<file path="src/hw/rtl/fmpm_pkg.sv">
package fmpm_pkg;

   // rotation engine sizing
   localparam int CORDIC_STEPS = 16;
   localparam int STEP_BITS    = $clog2(CORDIC_STEPS);
   localparam int XY_BITS      = 18;
   localparam int Z_BITS       = 34;
   localparam int ANGLE_BITS   = 32;
   localparam int OUT_BITS     = 16;

   // cordic gain 0.60725 in q1.15
   localparam logic signed [XY_BITS-1:0] CORDIC_X0 = 18'sd19898;

   // request kinds carried on tuser
   localparam logic KIND_AUDIO = 1'b0;
   localparam logic KIND_CLEAR = 1'b1;

   // control from the sequencer to the phase accumulator
   typedef struct packed {
      logic clear;
      logic mult;
      logic add;
   } fmpm_acc_ctrl_type;

   // atan(2^-i) in 2^32-per-turn units
   function automatic logic [ANGLE_BITS-1:0] atan_lookup(input logic [STEP_BITS-1:0] idx);
      logic [ANGLE_BITS-1:0] val;
      case (idx)
         4'd0:    val = 32'h2000_0000;
         4'd1:    val = 32'h12E4_051E;
         4'd2:    val = 32'h09FB_385B;
         4'd3:    val = 32'h0511_11D4;
         4'd4:    val = 32'h028B_0D43;
         4'd5:    val = 32'h0145_D7E1;
         4'd6:    val = 32'h00A2_F61E;
         4'd7:    val = 32'h0051_7C55;
         4'd8:    val = 32'h0028_BE53;
         4'd9:    val = 32'h0014_5F2F;
         4'd10:   val = 32'h000A_2F98;
         4'd11:   val = 32'h0005_17CC;
         4'd12:   val = 32'h0002_8BE6;
         4'd13:   val = 32'h0001_45F3;
         4'd14:   val = 32'h0000_A2FA;
         4'd15:   val = 32'h0000_517D;
         default: val = '0;
      endcase
      return val;
   endfunction

endpackage

</file>
<file path="src/hw/rtl/fmpm_phase_acc.sv">
module fmpm_phase_acc #(
   parameter int PHASE_BITS  = 32,
   parameter int SAMPLE_BITS = 16
) (
   input  logic                            clock,
   input  logic                            reset,
   input  fmpm_pkg::fmpm_acc_ctrl_type     ctrl,
   input  logic                            csr_we,
   input  logic [31:0]                     csr_wdata,
   input  logic signed [SAMPLE_BITS-1:0]   sample,
   output logic [fmpm_pkg::ANGLE_BITS-1:0] angle
);
   import fmpm_pkg::*;

   localparam int PROD_BITS = 32 + SAMPLE_BITS;
   localparam int EXT_BITS  = PHASE_BITS + PROD_BITS;

   logic signed [31:0]           sens_ff;
   logic signed [PROD_BITS-1:0]  prod_ff;
   logic [PHASE_BITS-1:0]        phase_ff;
   logic [PHASE_BITS-1:0]        phase_in;
   logic signed [PROD_BITS-1:0]  step;
   logic signed [EXT_BITS-1:0]   step_ext;
   logic [PHASE_BITS+31:0]       phase_wide;

   // floor shift of the scaled sample, then sign extend to the phase width
   assign step     = prod_ff >>> (SAMPLE_BITS - 1);
   assign step_ext = EXT_BITS'(step);

   always_comb begin
      phase_in = phase_ff;
      if (ctrl.clear) begin
         phase_in = '0;
      end else if (ctrl.add) begin
         phase_in = phase_ff + step_ext[PHASE_BITS-1:0];
      end
   end

   always_ff @(posedge clock) begin
      if (reset) begin
         sens_ff  <= '0;
         phase_ff <= '0;
      end else begin
         if (csr_we) begin
            sens_ff <= csr_wdata;
         end
         phase_ff <= phase_in;
      end
   end

   always_ff @(posedge clock) begin
      if (ctrl.mult) begin
         prod_ff <= sens_ff * sample;
      end
   end

   // top 32 bits of the phase, zero filled below when the phase is narrower
   assign phase_wide = {phase_ff, 32'b0};
   assign angle      = phase_wide[PHASE_BITS+31 -: ANGLE_BITS];

endmodule

</file>
<file path="src/hw/rtl/fmpm_cordic.sv">
module fmpm_cordic (
   input  logic                            clock,
   input  logic                            reset,
   input  logic                            start,
   input  logic [fmpm_pkg::ANGLE_BITS-1:0] angle,
   output logic                            busy,
   output logic [fmpm_pkg::OUT_BITS-1:0]   res_i,
   output logic [fmpm_pkg::OUT_BITS-1:0]   res_q
);
   import fmpm_pkg::*;

   logic                        busy_ff;
   logic                        busy_in;
   logic [STEP_BITS-1:0]        iter_ff;
   logic [STEP_BITS-1:0]        iter_in;
   logic                        flip_ff;
   logic                        flip_in;
   logic signed [XY_BITS-1:0]   x_ff;
   logic signed [XY_BITS-1:0]   x_in;
   logic signed [XY_BITS-1:0]   y_ff;
   logic signed [XY_BITS-1:0]   y_in;
   logic signed [Z_BITS-1:0]    z_ff;
   logic signed [Z_BITS-1:0]    z_in;
   logic signed [ANGLE_BITS-1:0] z_start;
   logic                        fold;
   logic signed [XY_BITS-1:0]   dx;
   logic signed [XY_BITS-1:0]   dy;
   logic signed [Z_BITS-1:0]    da;
   logic signed [XY_BITS-1:0]   x_fin;
   logic signed [XY_BITS-1:0]   y_fin;

   function automatic logic [OUT_BITS-1:0] sat16(input logic signed [XY_BITS-1:0] v);
      logic [OUT_BITS-1:0] r;
      if (v > 18'sd32767) begin
         r = 16'h7FFF;
      end else if (v < -18'sd32768) begin
         r = 16'h8000;
      end else begin
         r = v[OUT_BITS-1:0];
      end
      return r;
   endfunction

   // beyond a quarter turn: move by a half turn, which is a flip of the top bit
   assign fold    = ($signed(angle) > 32'sh4000_0000) || ($signed(angle) < -32'sh4000_0000);
   assign z_start = fold ? (angle ^ 32'h8000_0000) : angle;

   // shared micro-rotation
   assign dx = y_ff >>> iter_ff;
   assign dy = x_ff >>> iter_ff;
   assign da = Z_BITS'(atan_lookup(iter_ff));

   always_comb begin
      busy_in = busy_ff;
      iter_in = iter_ff;
      flip_in = flip_ff;
      x_in    = x_ff;
      y_in    = y_ff;
      z_in    = z_ff;
      if (start) begin
         busy_in = 1'b1;
         iter_in = '0;
         flip_in = fold;
         x_in    = CORDIC_X0;
         y_in    = '0;
         z_in    = Z_BITS'(z_start);
      end else if (busy_ff) begin
         if (!z_ff[Z_BITS-1]) begin
            x_in = x_ff - dx;
            y_in = y_ff + dy;
            z_in = z_ff - da;
         end else begin
            x_in = x_ff + dx;
            y_in = y_ff - dy;
            z_in = z_ff + da;
         end
         iter_in = iter_ff + 1'b1;
         if (iter_ff == STEP_BITS'(CORDIC_STEPS - 1)) begin
            busy_in = 1'b0;
         end
      end
   end

   always_ff @(posedge clock) begin
      if (reset) begin
         busy_ff <= 1'b0;
      end else begin
         busy_ff <= busy_in;
      end
   end

   always_ff @(posedge clock) begin
      iter_ff <= iter_in;
      flip_ff <= flip_in;
      x_ff    <= x_in;
      y_ff    <= y_in;
      z_ff    <= z_in;
   end

   assign x_fin = flip_ff ? -x_ff : x_ff;
   assign y_fin = flip_ff ? -y_ff : y_ff;
   assign busy  = busy_ff;
   assign res_i = sat16(x_fin);
   assign res_q = sat16(y_fin);

endmodule

</file>
<file path="src/hw/rtl/fm_phase_modulator.sv">
// fm phase modulator: each audio request (tuser = 0) carries a signed q1.15 sample in
// tdata; it is scaled by the sensitivity register (floor of sensitivity * sample /
// 2^(SAMPLE_BITS-1)) and added modulo 2^PHASE_BITS to the phase accumulator, and one
// response returns cos and sin of the new phase as saturated q1.15 i and q. a clear
// request (tuser = 1) zeroes the phase and gives no response. the product is formed at
// the accepting edge, and the response is offered after an accumulate, a load of the
// rotation engine, 16 cordic steps on a single shared add/shift unit and a load of
// the output register; req_tready is low until the response is loaded, so an audio
// request is not accepted before the previous response is loaded, which is later when the
// previous response still blocks the output register. a clear request leaves req_tready high.
// the next request is accepted while a response is still waiting on rsp_tready.
// csr_we/csr_wdata write the sensitivity register and should only be used while idle.
module fm_phase_modulator #(
   parameter int PHASE_BITS  = 32,
   parameter int SAMPLE_BITS = 16
) (
   input  logic                                  clock,
   input  logic                                  reset,
   // request channel
   input  logic                                  req_tvalid,
   output logic                                  req_tready,
   input  logic [((SAMPLE_BITS + 7) / 8) * 8-1:0] req_tdata,  // sample
   input  logic                                  req_tuser,  // kind
   // response channel
   output logic                                  rsp_tvalid,
   input  logic                                  rsp_tready,
   output logic [31:0]                           rsp_tdata,  // out_q, out_i
   // sensitivity register
   input  logic                                  csr_we,
   input  logic [31:0]                           csr_wdata
);
   import fmpm_pkg::*;

   // sequencer codes
   localparam logic [1:0] ST_IDLE  = 2'd0;  // waiting for a request
   localparam logic [1:0] ST_ACC   = 2'd1;  // product ready, add step to phase
   localparam logic [1:0] ST_START = 2'd2;  // load the rotation engine
   localparam logic [1:0] ST_ROT   = 2'd3;  // rotating, then hand over the result

   logic [1:0]               state_ff;
   logic [1:0]               state_in;
   logic                     rsp_valid_ff;
   logic                     rsp_valid_in;
   logic [31:0]              rsp_data_ff;
   logic                     req_fire;
   logic                     slot_free;
   logic                     cordic_start;
   logic                     cordic_busy;
   logic [ANGLE_BITS-1:0]    angle;
   logic [OUT_BITS-1:0]      res_i;
   logic [OUT_BITS-1:0]      res_q;
   logic                     load_rsp;
   fmpm_acc_ctrl_type        acc_ctrl;

   assign req_tready = (state_ff == ST_IDLE);
   assign req_fire   = req_tvalid && req_tready;

   // output register is free when empty or being drained this cycle
   assign slot_free  = !rsp_valid_ff || rsp_tready;

   assign acc_ctrl.clear = req_fire && (req_tuser == KIND_CLEAR);
   assign acc_ctrl.mult  = req_fire && (req_tuser == KIND_AUDIO);
   assign acc_ctrl.add   = (state_ff == ST_ACC);
   assign cordic_start   = (state_ff == ST_START);
   assign load_rsp       = (state_ff == ST_ROT) && !cordic_busy && slot_free;

   fmpm_phase_acc #(
      .PHASE_BITS  (PHASE_BITS),
      .SAMPLE_BITS (SAMPLE_BITS)
   ) u_phase_acc (
      .clock     (clock),
      .reset     (reset),
      .ctrl      (acc_ctrl),
      .csr_we    (csr_we),
      .csr_wdata (csr_wdata),
      .sample    ($signed(req_tdata[SAMPLE_BITS-1:0])),
      .angle     (angle)
   );

   fmpm_cordic u_cordic (
      .clock (clock),
      .reset (reset),
      .start (cordic_start),
      .angle (angle),
      .busy  (cordic_busy),
      .res_i (res_i),
      .res_q (res_q)
   );

   // sequencer
   always_comb begin
      state_in = state_ff;
      case (state_ff)
         ST_IDLE: begin
            if (acc_ctrl.mult) begin
               state_in = ST_ACC;
            end
         end
         ST_ACC: begin
            state_in = ST_START;
         end
         ST_START: begin
            state_in = ST_ROT;
         end
         ST_ROT: begin
            // engine holds its result until the output register can take it
            if (load_rsp) begin
               state_in = ST_IDLE;
            end
         end
         default: begin
            state_in = ST_IDLE;
         end
      endcase
   end

   always_comb begin
      rsp_valid_in = rsp_valid_ff;
      if (load_rsp) begin
         rsp_valid_in = 1'b1;
      end else if (rsp_tready) begin
         rsp_valid_in = 1'b0;
      end
   end

   always_ff @(posedge clock) begin
      if (reset) begin
         state_ff     <= ST_IDLE;
         rsp_valid_ff <= 1'b0;
      end else begin
         state_ff     <= state_in;
         rsp_valid_ff <= rsp_valid_in;
      end
   end

   always_ff @(posedge clock) begin
      if (load_rsp) begin
         rsp_data_ff <= {res_q, res_i};
      end
   end

   assign rsp_tvalid = rsp_valid_ff;
   assign rsp_tdata  = rsp_data_ff;

   // no new request while the rotation engine is working
   a_busy_not_ready : assert property (@(posedge clock) disable iff (reset)
      cordic_busy |-> !req_tready)
      else $error("request accepted while rotation engine busy");

   // a clear request zeroes the phase on the next cycle
   a_clear_zeroes : assert property (@(posedge clock) disable iff (reset)
      (req_fire && (req_tuser == KIND_CLEAR)) |=> (angle == '0))
      else $error("clear request did not zero the phase");

   // an audio request runs into the accumulate step
   a_audio_acc : assert property (@(posedge clock) disable iff (reset)
      (req_fire && (req_tuser == KIND_AUDIO)) |=> (state_ff == ST_ACC))
      else $error("audio request did not start the sequence");

   // loading the engine makes it busy
   a_start_busy : assert property (@(posedge clock) disable iff (reset)
      cordic_start |=> cordic_busy)
      else $error("rotation engine did not start");

   // a pending response is never overwritten
   a_no_overwrite : assert property (@(posedge clock) disable iff (reset)
      load_rsp |-> (!rsp_valid_ff || rsp_tready))
      else $error("response overwritten before it was taken");

endmodule
</file>
<file path="config.mk">
export PLATFORM = sky130hd
export DESIGN_NAME = fm_phase_modulator
export DESIGN_NICKNAME = d
export VERILOG_FILES = /design/src/hw/rtl/fmpm_pkg.sv /design/src/hw/rtl/fmpm_phase_acc.sv /design/src/hw/rtl/fmpm_cordic.sv /design/src/hw/rtl/fm_phase_modulator.sv
export SDC_FILE = /design/constraint.sdc
export NUM_CORES = 2
export LEC_CHECK = 0
export BUFFER_PORTS_ARGS = -buffer_cell sky130_fd_sc_hd__buf_4
export CAP_MARGIN = 15
export CORE_MARGIN = 5
export CORE_UTILIZATION = 60
export DETAILED_ROUTE_END_ITERATION = 10
export MAX_ROUTING_LAYER = met4
export PLACE_DENSITY = 0.77
export RECOVER_POWER = 25
export SLEW_MARGIN = 0
export SYNTH_ARGS = -nofsm -noshare
export SYNTH_HDL_FRONTEND = slang
export SYNTH_SLANG_ARGS = --single-unit
</file>
<file path="constraint.sdc">
create_clock -name clock -period 8.89 [get_ports clock]
set_clock_uncertainty 0.15 [all_clocks]
set_input_delay 0.889 -clock clock [delete_from_list [all_inputs] [get_ports clock]]
set_output_delay 0.889 -clock clock [all_outputs]
set_load 0.005 [all_outputs]
</file>
Word-level counts from Yosys, hierarchy flattened

Memory sizes are Yosys's and may differ from the RTL's. A register that Yosys moved wholly into a read port is not among the register bits.
Cells that the tools add are included.

Flip-flop bits (word level): 222
Latch bits: 0
Bits in writable memories: 0
Bits in read-only memories: 480
Input port bits: 54
Output and inout bits: 34
Word-level logic and storage cells: 75
Memories kept: 1

$add $sub $neg: 10
$mul: 1
Divide/modulo/power cells: 0
$lt $le $gt $ge: 6
Equality and inequality tests: 6
Shifts and indexed selects: 2
Mux-type cells: 20
Bitwise logic cells: 2
Reduce and logical (&&, ||, !) cells: 14

Memories:

| memory           | depth | bits a word | read ports | clocked after Yosys merged registers in | write ports | line           | RTL |
|---|---|---|---|---|---|---|---|
| (name not given) | 16    | 30          | 1          | 1                                       | 0           | fmpm_pkg.sv:28 | `case (idx)` |

Operators by type and width:

| cell                                                          | number |
|---|---|
| 2-to-1 mux 34 bit                                             | 3 |
| 2-to-1 mux 18 bit                                             | 4 |
| multiplier 32 x 16 -> 47 bit                                  | 1 |
| adder 18 bit                                                  | 2 |
| > comparator 18 x 16 -> 1 bit (second input constant)         | 2 |
| less-than comparator 18 x 16 -> 1 bit (second input constant) | 2 |
| negation 18 bit                                               | 2 |
| >>> shifter 18 x 4 -> 18 bit                                  | 2 |
| subtractor 18 bit                                             | 2 |
| adder 34 x 33 -> 34 bit                                       | 1 |
| subtractor 34 x 33 -> 34 bit                                  | 1 |
| adder 32 bit                                                  | 1 |
| > comparator 32 bit (second input constant)                   | 1 |
| less-than comparator 32 x 31 -> 1 bit (second input constant) | 1 |
| 2-to-1 mux 16 bit                                             | 2 |
| 2-to-1 mux 32 bit                                             | 1 |
| 2-to-1 mux 4 bit                                              | 2 |
| one-hot mux 2 bit (4 select lines)                            | 1 |
| logical AND 1 bit                                             | 5 |
| 2-to-1 mux 1 bit                                              | 5 |
| adder 4 x 1 -> 4 bit (second input constant)                  | 1 |
| == test 2 bit (second input constant)                         | 2 |
| == test 4 bit (second input constant)                         | 1 |
| 2-to-1 mux 2 bit                                              | 2 |
| other kinds (10)                                              | 14 |

Longest topological paths before layout

Depth after elaboration: 5
Depth in mapped cells: 25
Depth with buffers taken out: 24

Hierarchy

Synthesis repeated with hierarchy kept, for this count alone.

Cells, all modules: 3,878
Area total of the unflattened synthesis: 34,473.1 µm²

Modules (own cells, without submodules):

| module             | instances | cells an instance | area each (µm²) | seq. area each (µm²) |
|---|---|---|---|---|
| fmpm_phase_acc     | 1         | 2,385             | 21,732.1        | 2,242.2 |
| fmpm_cordic        | 1         | 1,436             | 11,544.8        | 2,472.4 |
| fm_phase_modulator | 1         | 57                | 1,196.1         | 1,021.0 |

Worst setup path before layout

No wires, ideal clock.

Path kind: input -> register
From: input port req_tdata[7]
To: register u_phase_acc.prod_ff[40], data pin
Setup time: 0.262 ns
Arrival time: 6.825 ns
Data required time: 8.478 ns
Slack: 1.652 ns
Stages on the path: 24
Path buffers: 1
Cell sequence: clkbuf_1 > nand2_1 > fa_1 > inv_1 > fa_1 > inv_1 > fa_1 > inv_1 > fa_1 > fa_1 > inv_1 > fa_1 > inv_1 > ha_1 > nand2_1 > o21a_1 > a31o_2 > o311ai_0 > a211oi_1 > o21ba_2 > o31ai_1 > a21oi_1 > o21bai_1 > xor2_1

Cells in the longest elaborated chain, start to end: 1

RTL lines:

| item                         | line                     | RTL |
|---|---|---|
| from (decl)                  | fm_phase_modulator.sv:22 | `input logic [((SAMPLE_BITS + 7) / 8) * 8-1:0] req_tdata,` |
| multiplier 32 x 16 -> 47 bit | fmpm_phase_acc.sv:53     | `prod_ff <= sens_ff * sample;` |
| to (signal assigned)         | fmpm_phase_acc.sv:53     |  |
| to (decl)                    | fmpm_phase_acc.sv:19     | `logic signed [PROD_BITS-1:0] prod_ff;` |

Every way passes these cells.
A chain may end at the register's enable or synchronous reset.

Worst setup path after layout

From: register u_phase_acc.sens_ff[6]
To: register u_phase_acc.prod_ff[40], data pin

Cells in the longest elaborated chain, start to end: 1

RTL lines:

| item                         | line                 | RTL |
|---|---|---|
| from (decl)                  | fmpm_phase_acc.sv:18 | `logic signed [31:0] sens_ff;` |
| from (signal assigned)       | fmpm_phase_acc.sv:45 | `sens_ff <= csr_wdata;` |
| multiplier 32 x 16 -> 47 bit | fmpm_phase_acc.sv:53 |  |

Every way passes these cells.

==> flow_summary.yaml <==
run_status:
  outcome: "complete, but fails checks"
  violations: "capacitance limit, slew limit"
logic_synthesis:
  synth_fp_nets: 4566
  synth_edf_count: 99
  synthCells: 3805
  synth-adder-area-share_pct: 36.5
  synthXorXnorAreaFrac_pct: 5.48
  synth_top_family_by_area: "adder cells"
  synth_compound_area_share_pct: 11.0
  synthArstFlopShare_pct: 0
  ys_ff_latch: 237
  synth.distinct_cells: 86
  netlist_area_mm2: 0.0342
  seq_area_frac_synth_pct: 16.8
  synthSimpleGateAreaFrac_pct: 15.1
  synth_ff_type: "dfxtp_1"
  avgSynthCellArea_um2: 8.98
  synth_mux_area_share_pct: 6.20
  ys_warn_count: 0
die:
  start_util_pct: 60.6
  fp.dieW_um: 249
  die_y_um: 249
  ios: 88
  dieArea_mm2: 0.0618
  num_rows: 87
  fp.coreArea_mm2: 0.0564
routing:
  drc: 0
  via_count: 26268
  drt_wl_total_um: 82000
  wl_per_cell_um: 18.1
  first_pass_iters: 6
  drtIter0Drc: 2123
  vias_per_cell: 5.78
  ant_nets: 0
global_route:
  grt-ovfl-total: 0
  track_usage_pct: 27.1
  grt_max_degree: 53
  grt_pass1_wl_um: 136000
  antenna_found_initial: 0
  grt_pass1_vias: 26480
finish:
  final_common_cell: "inv_1"
  nNetsFinal: 4528
  drive_gt1_share_pct: 6.60
  finalNonFillerCells: 4545
  n_antenna_cell: 0
  area_growth_pct: 6.06
  most-common-layout-cells: "inv_1 (617), fa_1 (483), nand2_1 (433)"
timing:
  finalHoldViolCount: 0
  rsz0062_at_grt: "no"
  setup_viol: 0
  timing.final.crit_share_pct: 85.4
  tightest_slew_ns: 2.67
  max_slew_margin_pct: -78.1
  tns_ns: 0
  max_clock_freq_ghz: 0.132
  fin_crit_ns: 7.59
  finalMaxSlewViolations: 115
clock_network:
  postCtsSetupRepairBufs: 0
  cts.path.max_buffers: 3
  cts-buffers-inserted: 28
  cts_hold_buf: 0
  cts_tree: "built"
  cts-root-buf: "clkbuf_16"
  htreeDepth: 1
  cts_sinks: 237
  ctsResizeCount: 0
  clk_pin_slew_ns: 0.06
  clock_latency_ns: 0.59
placed_design:
  dp_hpwl_um: 62400
  io_buffers: 87
  place_congestion: 0.917
  post-place-cells: 4492
power:
  finalPower_mw: 14.9
  p_leak_nw: 16.6
  powerDensity_mw_per_mm2: 410
  ir_drop_v: 0.000323
min_path:
  worstHoldPathType: "reg2reg"
  hold_end: "u_phase_acc.angle[27]$_SDFFE_PP0N_"
  whs_path_depth: 2
  hp-start: "u_phase_acc.angle[27]$_SDFFE_PP0N_"
setup_path:
  reg2reg_from: "u_phase_acc.sens_ff[6]$_SDFFE_PP0P_"
  reg2reg_depth: 24
  crit_arrival_ns: 7.77
  reg2reg_setup_slack_ns: 1.30
  r2r_end: "u_phase_acc.prod_ff[40]$_DFFE_PP_"
  critPathKind: "reg2reg"
  path_max_fanout: 17
  end_kind: "register"
  worstPathRequired_ns: 9.07
  startpoint_type: "register"
run:
  cap_violations: 3
## registers in the layout (all words and copies together), names as in the netlist, 18 cells and up
name / count
u_cordic.z_ff: 34
rsp_tdata: 32
u_phase_acc.angle: 32
u_phase_acc.prod_ff: 32
u_phase_acc.sens_ff: 32
u_cordic.da: 30
u_cordic.x_ff: 18
u_cordic.y_ff: 18
## cell families after synthesis
logic type	count (synthesis)
XOR/XNOR	214
flip-flops	237
multiplexers	161
AND/OR/NAND/NOR	1089
buffers and inverters	806
AO/OA/AOI/OAI	591
adder cells (fa/ha/maj)	707
## report_power, final
| group | switching (mW) | total [mW] | internal [mW] |
|---|---|---|---|
| Combinational | 6.29 | 11.2 | 4.93 |
| Sequential | 0.509 | 2.41 | 1.90 |
| Clock | 0.495 | 1.23 | 0.738 |
## worst max path at each step
| stage | from | to | slack (ns) | depth (start not counted) |
|---|---|---|---|---|
| 6_report | u_phase_acc.sens_ff[6]$_SDFFE_PP0P_ | u_phase_acc.prod_ff[40]$_DFFE_PP_ | 1.30 | 24 |
| 2_1_floorplan | req_tdata[7] | u_phase_acc.prod_ff[40]$_DFFE_PP_ | 1.65 | 24 |
| 3_5_place_dp | req_tdata[7] | u_phase_acc.prod_ff[40]$_DFFE_PP_ | 0.95 | 25 |
| 4_1_cts | u_phase_acc.sens_ff[6]$_SDFFE_PP0P_ | u_phase_acc.prod_ff[40]$_DFFE_PP_ | 1.32 | 24 |
| 5_1_grt | u_phase_acc.sens_ff[6]$_SDFFE_PP0P_ | u_phase_acc.prod_ff[40]$_DFFE_PP_ | 0.88 | 24 |
| 3_3_place_gp | req_tdata[7] | u_phase_acc.prod_ff[40]$_DFFE_PP_ | 1.09 | 25 |
## worst max-delay path, cell delays in order (launching register included)
cell	delay [ns]
dfxtp_1	0.89
nand2_1	0.18
fa_1	0.56
inv_1	0.05
fa_1	0.49
inv_1	0.05
fa_1	0.54
inv_1	0.06
fa_1	0.47
fa_1	0.50
inv_1	0.05
fa_1	0.48
inv_1	0.04
ha_1	0.33
a21oi_1	0.21
o211ai_1	0.12
a211oi_1	0.31
o311ai_0	0.23
buf_4	0.19
a211oi_1	0.39
o21ba_2	0.28
o31ai_1	0.14
a21oi_1	0.33
o21bai_1	0.12
xor2_1	0.15
## synthesized netlist by cell type (20+ instances only)
| cell type | instances | share of area, % |
|---|---|---|
| a211oi_1 | 29 | 0.64 |
| a21o_1 | 41 | 0.90 |
| a21oi_1 | 152 | 2.2 |
| a31oi_1 | 21 | 0.38 |
| and2_1 | 210 | 3.8 |
| clkbuf_1 | 151 | 1.7 |
| dfxtp_1 | 138 | 8.1 |
| edfxtp_1 | 99 | 8.7 |
| fa_1 | 483 | 28 |
| ha_1 | 224 | 8.2 |
| inv_1 | 617 | 6.8 |
| mux2_2 | 24 | 0.79 |
| mux2i_1 | 92 | 2.7 |
| mux4_2 | 36 | 2.4 |
| nand2_1 | 433 | 4.8 |
| nand2b_1 | 23 | 0.42 |
| nand3_1 | 27 | 0.40 |
| nand4_1 | 20 | 0.37 |
| nor2_1 | 235 | 2.6 |
| nor2b_1 | 25 | 0.46 |
| nor3_1 | 30 | 0.44 |
| nor4_1 | 20 | 0.37 |
| o211ai_1 | 22 | 0.48 |
| o21a_1 | 28 | 0.61 |
| o21ai_0 | 164 | 2.4 |
| o31ai_1 | 22 | 0.48 |
| xnor2_1 | 104 | 2.7 |
| xor2_1 | 110 | 2.8 |
## per-layer routing
layer  vias to the layer above  track usage, %  share of wire, %
met5                         -               -                 0
met4                         0            6.21               2.8
met3                       168            4.81               8.2
met2                      1025            42.6                46
met1                     12830            37.3                43
li1                      12245               -                 -
## stage by stage
stage | instance area (um^2) | hold WS [ns] | setup WS, ns | util [%]
2_1_floorplan | 34200 | 0.322 | 1.65 | -
3_3_place_gp | 35300 | 0.362 | 1.09 | 62.6
3_5_place_dp | 35300 | 0.370 | 0.947 | 62.6
4_1_cts | 36300 | 0.345 | 1.32 | 64.3
5_1_grt | 36300 | 0.375 | 0.879 | 64.3
6_report | 36300 | 0.374 | 1.30 | 64.3
## layout make-up
cell class / instances / area, um^2
fillers: 4695 / 20100
clock buffers: 38 / 822
inverters: 624 / 2340
well taps: 756 / 946
repair buffers: 114 / 838
flip-flops and latches: 237 / 5740
multi-input cells: 2762 / 25400
clock inverters: 14 / 175
(Power assumes the default switching activity.)
